$ cat config.mk
export PLATFORM = sky130hd
export DESIGN_NAME = best_fit_block_allocator_core
export DESIGN_NICKNAME = d
export VERILOG_FILES = /design/src/hdl/bfa_pkg.sv /design/src/hdl/best_fit_block_allocator_core.sv /design/src/hdl/bfa_ctrl.sv /design/src/hdl/bfa_datapath.sv
export SDC_FILE = /design/constraint.sdc
export NUM_CORES = 1
export LEC_CHECK = 0
export ABC_CLOCK_PERIOD_IN_PS = 5200
export BUFFER_PORTS_ARGS = -buffer_cell sky130_fd_sc_hd__buf_2
export CAP_MARGIN = 0
export CELL_PAD_IN_SITES_DETAIL_PLACEMENT = 1
export CELL_PAD_IN_SITES_GLOBAL_PLACEMENT = 2
export CORE_UTILIZATION = 46
export DETAILED_ROUTE_END_ITERATION = 8
export GPL_TIMING_DRIVEN = 0
export PLACE_DENSITY_LB_ADDON = 0.25
export SYNTH_ARGS = -nofsm -noshare
export SYNTH_HDL_FRONTEND = slang
export SYNTH_SLANG_ARGS = --single-unit
$ cat constraint.sdc
create_clock -name clk -period 5.2 [get_ports clk]
set_input_delay 0.78 -clock clk [delete_from_list [all_inputs] [get_ports clk]]
set_output_delay 0.78 -clock clk [all_outputs]
set_load 0.02 [all_outputs]
$ cat src/hdl/bfa_pkg.sv
// Shared types, codes and widths for the best-fit block allocator.
package bfa_pkg;

  // Fixed field widths of the stream items
  localparam int KIND_W      = 2;
  localparam int INDEX_W     = 4;
  localparam int FIELD_W     = 16;
  localparam int IN_DATA_W   = 24;
  localparam int OUT_DATA_W  = 24;
  localparam int COUNT_W     = 5;

  localparam logic [COUNT_W-1:0] COUNT_RESET = 5'd16;

  // Defaults for the top-level parameters
  localparam int MAX_BLOCKS_DEF = 16;
  localparam int SIZE_WIDTH_DEF = 16;

  // Request kinds
  localparam logic [KIND_W-1:0] KIND_LOAD  = 2'd0;
  localparam logic [KIND_W-1:0] KIND_ALLOC = 2'd1;
  localparam logic [KIND_W-1:0] KIND_READ  = 2'd2;

  // Controller to datapath
  typedef struct packed {
    logic accept;    // latch the incoming request and reset the search
    logic load_wr;   // write the loaded size into the table
    logic item_rd;   // read the addressed entry
    logic scan_run;  // advance the search by one entry
    logic wb;        // write back the chosen entry
    logic out_load;  // move the result into the output register
  } cmd_t;

  // Datapath to controller
  typedef struct packed {
    logic scan_done;
    logic out_free;
  } status_t;

endpackage

$ cat src/hdl/best_fit_block_allocator_core.sv
// Best-fit block allocator: top level joining the sequencer and the datapath.
// Path from acceptance to the output register: a load or read passes its own state
//   and ST_DONE; an allocate scans block_count entries (capped at MAX_BLOCKS), then ST_WB and ST_DONE.
// Throughput: one request at a time; the next request is taken the cycle after the
//   result is registered, even while that result still waits on m_tready.
// Reset (rst, synchronous): all free sizes read as zero, block_count returns to 16,
//   the output register empties and the input side is ready.
module best_fit_block_allocator_core #(
  parameter int MAX_BLOCKS = bfa_pkg::MAX_BLOCKS_DEF,
  parameter int SIZE_WIDTH = bfa_pkg::SIZE_WIDTH_DEF
) (
  input  logic                            clk,
  input  logic                            rst,
  // Configuration: block_count, number of blocks searched by an allocate
  input  logic                            cfg_wr_en,
  input  logic [bfa_pkg::COUNT_W-1:0]     cfg_wr_data,
  // Request stream
  input  logic                            s_tvalid,
  output logic                            s_tready,
  input  logic [bfa_pkg::IN_DATA_W-1:0]   s_tdata,   // [3:0] block_index, [19:4] size_value
  input  logic [bfa_pkg::KIND_W-1:0]      s_tuser,   // [1:0] kind
  // Result stream
  output logic                            m_tvalid,
  input  logic                            m_tready,
  output logic [bfa_pkg::OUT_DATA_W-1:0]  m_tdata,   // [3:0] chosen_block, [19:4] remaining_size
  output logic                            m_tuser    // [0] granted
);

  bfa_pkg::cmd_t    cmd;
  bfa_pkg::status_t status;

  // Sequencer: one request from acceptance to output register, then back to idle.
  // An allocate walks the table one entry per cycle, each entry compared in the
  // cycle after its registered read is issued.
  bfa_ctrl u_ctrl (
    .clk      (clk),
    .rst      (rst),
    .s_tvalid (s_tvalid),
    .s_tuser  (s_tuser),
    .s_tready (s_tready),
    .status   (status),
    .cmd      (cmd)
  );

  // Datapath: size table with per-entry valid bits (unwritten entries read as
  // zero), running best candidate, write-back of the chosen entry and the
  // output register that holds a result until it is taken.
  bfa_datapath #(
    .MAX_BLOCKS (MAX_BLOCKS),
    .SIZE_WIDTH (SIZE_WIDTH)
  ) u_datapath (
    .clk         (clk),
    .rst         (rst),
    .cmd         (cmd),
    .status      (status),
    .cfg_wr_en   (cfg_wr_en),
    .cfg_wr_data (cfg_wr_data),
    .s_tdata     (s_tdata),
    .s_tuser     (s_tuser),
    .m_tvalid    (m_tvalid),
    .m_tready    (m_tready),
    .m_tdata     (m_tdata),
    .m_tuser     (m_tuser)
  );

endmodule

$ cat src/hdl/bfa_ctrl.sv
// Request sequencer of the best-fit block allocator.
module bfa_ctrl (
  input  logic                       clk,
  input  logic                       rst,
  input  logic                       s_tvalid,
  input  logic [bfa_pkg::KIND_W-1:0] s_tuser,
  output logic                       s_tready,
  input  bfa_pkg::status_t           status,
  output bfa_pkg::cmd_t              cmd
);

  typedef enum logic [2:0] {
    ST_IDLE,
    ST_LOAD,
    ST_READ,
    ST_SCAN,
    ST_WB,
    ST_DONE
  } state_t;

  state_t state;
  state_t state_next;

  always_comb begin
    state_next = state;
    cmd        = '0;
    s_tready   = 1'b0;
    case (state)
      ST_IDLE: begin
        s_tready = 1'b1;
        if (s_tvalid) begin
          cmd.accept = 1'b1;
          case (s_tuser)
            bfa_pkg::KIND_LOAD:  state_next = ST_LOAD;
            bfa_pkg::KIND_READ:  state_next = ST_READ;
            bfa_pkg::KIND_ALLOC: state_next = ST_SCAN;
            default:             state_next = ST_DONE;
          endcase
        end
      end
      ST_LOAD: begin
        cmd.load_wr = 1'b1;
        state_next  = ST_DONE;
      end
      ST_READ: begin
        cmd.item_rd = 1'b1;
        state_next  = ST_DONE;
      end
      ST_SCAN: begin
        cmd.scan_run = 1'b1;
        if (status.scan_done) begin
          state_next = ST_WB;
        end
      end
      ST_WB: begin
        cmd.wb     = 1'b1;
        state_next = ST_DONE;
      end
      ST_DONE: begin
        if (status.out_free) begin
          cmd.out_load = 1'b1;
          state_next   = ST_IDLE;
        end
      end
      default: begin
        state_next = ST_IDLE;
      end
    endcase
  end

  always_ff @(posedge clk) begin
    if (rst) begin
      state <= ST_IDLE;
    end else begin
      state <= state_next;
    end
  end

endmodule

$ cat src/hdl/bfa_datapath.sv
// Size table, search registers and output register of the best-fit allocator.
module bfa_datapath #(
  parameter int MAX_BLOCKS = bfa_pkg::MAX_BLOCKS_DEF,
  parameter int SIZE_WIDTH = bfa_pkg::SIZE_WIDTH_DEF
) (
  input  logic                            clk,
  input  logic                            rst,
  input  bfa_pkg::cmd_t                   cmd,
  output bfa_pkg::status_t                status,
  input  logic                            cfg_wr_en,
  input  logic [bfa_pkg::COUNT_W-1:0]     cfg_wr_data,
  input  logic [bfa_pkg::IN_DATA_W-1:0]   s_tdata,
  input  logic [bfa_pkg::KIND_W-1:0]      s_tuser,
  output logic                            m_tvalid,
  input  logic                            m_tready,
  output logic [bfa_pkg::OUT_DATA_W-1:0]  m_tdata,
  output logic                            m_tuser
);

  // Only indices 0..15 can ever be loaded; entries above stay zero for good.
  localparam int ENTRY_COUNT = (MAX_BLOCKS < 16) ? MAX_BLOCKS : 16;
  localparam int AW          = $clog2(ENTRY_COUNT);
  localparam int LIMIT_MAX   = (MAX_BLOCKS < 31) ? MAX_BLOCKS : 31;
  localparam int CW          = $clog2(LIMIT_MAX + 1);
  localparam int IW          = bfa_pkg::INDEX_W;
  localparam int FW          = bfa_pkg::FIELD_W;

  // Table
  logic [SIZE_WIDTH-1:0] mem [ENTRY_COUNT];
  logic [ENTRY_COUNT-1:0] valid;
  logic [SIZE_WIDTH-1:0] rd_q;
  logic                  rd_vq;
  logic [SIZE_WIDTH-1:0] entry_val;

  // Configuration
  logic [bfa_pkg::COUNT_W-1:0] block_count;

  // Request
  logic [bfa_pkg::KIND_W-1:0] item_kind;
  logic [IW-1:0]              item_idx;
  logic [SIZE_WIDTH-1:0]      item_size;
  logic                       item_in_range;

  // Search
  logic [CW-1:0]         scan_cnt;
  logic [CW-1:0]         scan_limit;
  logic                  pend;
  logic [CW-1:0]         pend_idx;
  logic                  pend_oob;
  logic                  found;
  logic [CW-1:0]         best_idx;
  logic [SIZE_WIDTH-1:0] best_val;
  logic [SIZE_WIDTH-1:0] cand;
  logic                  cand_better;
  logic [SIZE_WIDTH-1:0] best_rem;

  // Ports of the table
  logic                  rd_en;
  logic [AW-1:0]         rd_addr;
  logic                  wr_en;
  logic [AW-1:0]         wr_addr;
  logic [SIZE_WIDTH-1:0] wr_data;
  logic                  scan_issue;

  // Result
  logic          res_granted;
  logic [IW-1:0] res_block;
  logic [FW-1:0] res_rem;

  always_comb begin
    if (32'(block_count) < LIMIT_MAX) begin
      scan_limit = CW'(block_count);
    end else begin
      scan_limit = CW'(LIMIT_MAX);
    end
  end

  assign item_in_range = 32'(item_idx) < MAX_BLOCKS;
  assign entry_val     = rd_vq ? rd_q : '0;
  assign scan_issue    = cmd.scan_run && (scan_cnt != scan_limit);

  assign cand        = pend_oob ? '0 : entry_val;
  assign cand_better = pend && (cand >= item_size) && (!found || (cand < best_val));
  assign best_rem    = best_val - item_size;

  assign status.scan_done = (scan_cnt == scan_limit) && !pend;
  assign status.out_free  = !m_tvalid || m_tready;

  always_comb begin
    rd_en   = 1'b0;
    rd_addr = item_idx[AW-1:0];
    if (cmd.item_rd) begin
      rd_en = 1'b1;
    end else if (scan_issue) begin
      rd_en   = 1'b1;
      rd_addr = scan_cnt[AW-1:0];
    end
  end

  always_comb begin
    wr_en   = 1'b0;
    wr_addr = item_idx[AW-1:0];
    wr_data = item_size;
    if (cmd.load_wr) begin
      wr_en = item_in_range;
    end else if (cmd.wb) begin
      wr_en   = found && (best_idx < CW'(ENTRY_COUNT));
      wr_addr = best_idx[AW-1:0];
      wr_data = best_rem;
    end
  end

  always_ff @(posedge clk) begin
    if (wr_en) begin
      mem[wr_addr] <= wr_data;
    end
    if (rd_en) begin
      rd_q  <= mem[rd_addr];
      rd_vq <= valid[rd_addr];
    end
  end

  always_ff @(posedge clk) begin
    if (rst) begin
      valid <= '0;
    end else if (wr_en) begin
      valid[wr_addr] <= 1'b1;
    end
  end

  always_ff @(posedge clk) begin
    if (rst) begin
      block_count <= bfa_pkg::COUNT_RESET;
    end else if (cfg_wr_en) begin
      block_count <= cfg_wr_data;
    end
  end

  always_ff @(posedge clk) begin
    if (cmd.accept) begin
      item_kind <= s_tuser;
      item_idx  <= s_tdata[IW-1:0];
      item_size <= SIZE_WIDTH'(s_tdata[IW +: FW]);
    end
  end

  always_ff @(posedge clk) begin
    if (rst) begin
      scan_cnt <= '0;
      pend     <= 1'b0;
      found    <= 1'b0;
    end else if (cmd.accept) begin
      scan_cnt <= '0;
      pend     <= 1'b0;
      found    <= 1'b0;
    end else if (cmd.scan_run) begin
      pend <= scan_issue;
      if (scan_issue) begin
        scan_cnt <= scan_cnt + 1'b1;
      end
      if (cand_better) begin
        found <= 1'b1;
      end
    end
  end

  always_ff @(posedge clk) begin
    if (scan_issue) begin
      pend_idx <= scan_cnt;
      pend_oob <= scan_cnt >= CW'(ENTRY_COUNT);
    end
    if (cmd.scan_run && cand_better) begin
      best_idx <= pend_idx;
      best_val <= cand;
    end
  end

  always_comb begin
    res_granted = 1'b0;
    res_block   = '0;
    res_rem     = '0;
    case (item_kind)
      bfa_pkg::KIND_LOAD: begin
        res_granted = 1'b1;
        res_block   = item_idx;
        res_rem     = item_in_range ? FW'(item_size) : '0;
      end
      bfa_pkg::KIND_READ: begin
        res_granted = 1'b1;
        res_block   = item_idx;
        res_rem     = item_in_range ? FW'(entry_val) : '0;
      end
      bfa_pkg::KIND_ALLOC: begin
        if (found) begin
          res_granted = 1'b1;
          res_block   = IW'(best_idx);
          res_rem     = FW'(best_rem);
        end
      end
      default: begin
        res_granted = 1'b0;
      end
    endcase
  end

  always_ff @(posedge clk) begin
    if (rst) begin
      m_tvalid <= 1'b0;
    end else if (cmd.out_load) begin
      m_tvalid <= 1'b1;
    end else if (m_tready) begin
      m_tvalid <= 1'b0;
    end
  end

  always_ff @(posedge clk) begin
    if (cmd.out_load) begin
      m_tuser <= res_granted;
      m_tdata <= {(bfa_pkg::OUT_DATA_W - IW - FW)'(0), res_rem, res_block};
    end
  end

endmodule

==> qor.csv <==
metric,value,unit
dr.pass1.iters,5,
met1Wirelength,20700,µm
post_cts_buffers,0,
wl,46500,µm
grt_max_degree,24,
die_width,191,µm
final_area,0.0191,mm²
drive_gt1_frac,0.136,
rsz0062_at_grt,no,
path_class,reg -> reg,
wl_per_cell,23.7,µm
hp-class,in -> reg,
finalSetupViolations,0,
grt_usage,0.262,
viasPerCell,5.67,
multi_input_area,0.00502,mm²
cts.clk_slew.worst_paths,0.06,ns
register_area,0.0109,mm²
max_clock_freq,220,MHz
fillers,3588,
dr.max_layer_used,met4,
cts_tree,done,
synth_cell_types,57,
grt_pass1_vias,11600,
final_antenna_net_count,0,
drc_errors,0,
yosys_warnings,0,
port_buffers,52,
maxSlewHeadroom,0.0543,
layout.nets,1556,
ctsHoldBuffers,0,
crit_arrival,4.71,ns
grt_antenna_before_repair,0,
cp-end-kind,flop,
slew_viol_final,0,
cp-start-kind,flop,
worst_pin_slew,1.42,ns
cts_buffers,41,
clock_latency,0.55,ns
final.setup.tns,0,ns
route.met2.wl,22900,µm
die_y,191,µm
areaGrowthSynthToFinish,16.0,%
ys_ff_latch,375,
grt_pass1_wl,70700,µm
leakage,7.17,nW
cap_violations,0,
synth_edf_count,343,
status,finished clean,
vdd_drop_max,0.340,mV
rows,68,
synth.avg_cell_area,12.2,µm²
cts_resized,0,
start_util,0.471,
syn_inst,1346,
via_count,11100,
grt_overflow,0,
first_iter_violations,678,
die_area,0.0365,mm²
dr_wl_met3,2030,µm
cp.required,5.36,ns
synth_area,0.0164,mm²
core,0.0349,mm²
antenna_cells,0,
synthArstFlopShare,0,
root_buffer,clkbuf_16,
cts_max_level,2,
final_hold_viol_count,0,
dp.final_hpwl,33300,µm
p_per_area,429,mW/mm²
clk_path_buf_depth,3,
synth_top_flop_cell,edfxtp_1,
synth.yosys.seq_area_share,0.666,
fin_crit_sh,0.873,
ioPinCount,63,
critPathMaxFanout,21,
total_power,8.18,mW
place_congestion,0.905,
layout_min_cycle_time,4.54,ns
placed_cell_area,0.0177,mm²
fin_worst_skew,0.0153,ns
clock-sinks,375,
state kept, by name, indices dropped and copies added, names as in the netlist, 2 cells and up:
signal,flops
u_ctrl.state,3
u_datapath.best_idx,5
u_datapath.best_val,16
u_datapath.block_count,5
u_datapath.item_idx,4
u_datapath.item_kind,2
u_datapath.item_size,16
u_datapath.m_tdata,20
u_datapath.mem,256
u_datapath.pend_idx,5
u_datapath.rd_q,16
u_datapath.scan_cnt,5
u_datapath.valid,16
power breakdown:
part	leakage (nW)	switching, mW	total [mW]	internal [mW]
combinational	3.13	1.11	1.55	0.442
clock	0.669	1.18	2.94	1.76
sequential	3.37	0.0591	3.69	3.64
total	7.17	2.35	8.18	5.84
worst paths after layout:
path                           from                       to  slack, ns  cells past startpoint
max                u_datapath.rd_vq   u_datapath.best_idx[0]       0.66                     12
max reg2reg        u_datapath.rd_vq   u_datapath.best_idx[0]       0.66                     12
min                      s_tdata[7]  u_datapath.item_size[3]       0.40                      1
min reg2reg  u_datapath.pend_idx[1]   u_datapath.best_idx[1]       0.42                      0
worst max-delay path: stages, from the launching register on:
cell	delay, ns
edfxtp_1	0.32
clkbuf_1	0.37
nor2b_1	0.62
nand2_1	0.20
ha_1	0.24
nor2b_1	0.13
maj3_1	0.39
a21oi_1	0.16
o21ai_0	0.11
a21oi_1	0.14
o21ai_0	0.12
a21oi_1	0.33
and3_1	1.01
cells by family after synthesis:
group           share of synthesized area
flops                               0.666
buf+inv                            0.0324
other cells                      0.000228
xor+xnor                           0.0117
compound gates                     0.0646
simple gates                        0.145
mux                                0.0428
fa+ha+maj                          0.0376
routing by layer:
metal | GRT usage | vias up
met5 | 0 | -
met4 | 0.0711 | 0
met3 | 0.0318 | 52
met2 | 0.444 | 266
met1 | 0.354 | 5667
li1 | - | 5130
synthesized netlist by cell type, drive strengths merged, types with 7 or more instances:
cell	n	share of area
dfxtp	32	0.039
nor2	92	0.021
nand3	114	0.035
ha	47	0.036
a21o	8	0.0037
xor2	10	0.0053
nand2	284	0.065
nor2b	10	0.0038
nand4	7	0.0027
mux2i	60	0.037
o22ai	14	0.0053
xnor2	12	0.0064
a21oi	27	0.0084
o221ai	17	0.0091
mux2	8	0.0055
clkbuf	38	0.0088
o21a	12	0.0055
a32oi	17	0.0091
buf	33	0.013
inv	48	0.011
o21ai	37	0.011
and2	10	0.0038
edfxtp	343	0.63
nor3	12	0.0037
area by class of cell:
| type | count | share of cell area |
|---|---|---|
| well taps | 455 | 0.0299 |
| repair buffers | 80 | 0.0330 |
| flip-flops and latches | 375 | 0.574 |
| clock buffers | 58 | 0.0609 |
| plain buffers | 71 | 0.0185 |
| clock inverters | 17 | 0.0107 |
| inverters | 48 | 0.00945 |
| multi-input cells | 855 | 0.264 |
metrics by stage:
| stage | hold WS (ns) | std cells | util | setup WS, ns |
|---|---|---|---|---|
| floorplan | 0.400 | 1349 | - | 1.81 |
| global placement | 0.403 | 1856 | 0.495 | 0.321 |
| detailed placement | 0.407 | 1883 | 0.507 | 0.648 |
| CTS | 0.385 | 1958 | 0.546 | 0.605 |
| global route | 0.384 | 1959 | 0.546 | 0.258 |
| finish | 0.401 | 1959 | 0.546 | 0.658 |
layout by cell type (no fill, tap or decap), types with 6 or more instances in the layout:
master	n
inv_1	48
o22ai_1	14
o221ai_1	17
a32oi_1	17
ha_1	47
dfxtp_1	32
clkbuf_1	48
xor2_1	10
edfxtp_1	343
clkbuf_16	42
nor2_2	18
nor2_1	74
o21ai_1	16
xnor2_1	11
o21ai_0	21
mux2_2	8
buf_4	24
nor2b_1	9
nand2_1	284
a31oi_1	6
buf_8	10
a21o_1	8
clkinv_1	6
buf_2	69
and2_1	10
mux2i_1	59
nand3_1	114
a21oi_1	26
o21a_1	12
nor3_1	12
nand4_1	7
Power figures use the tool's default switching activity.
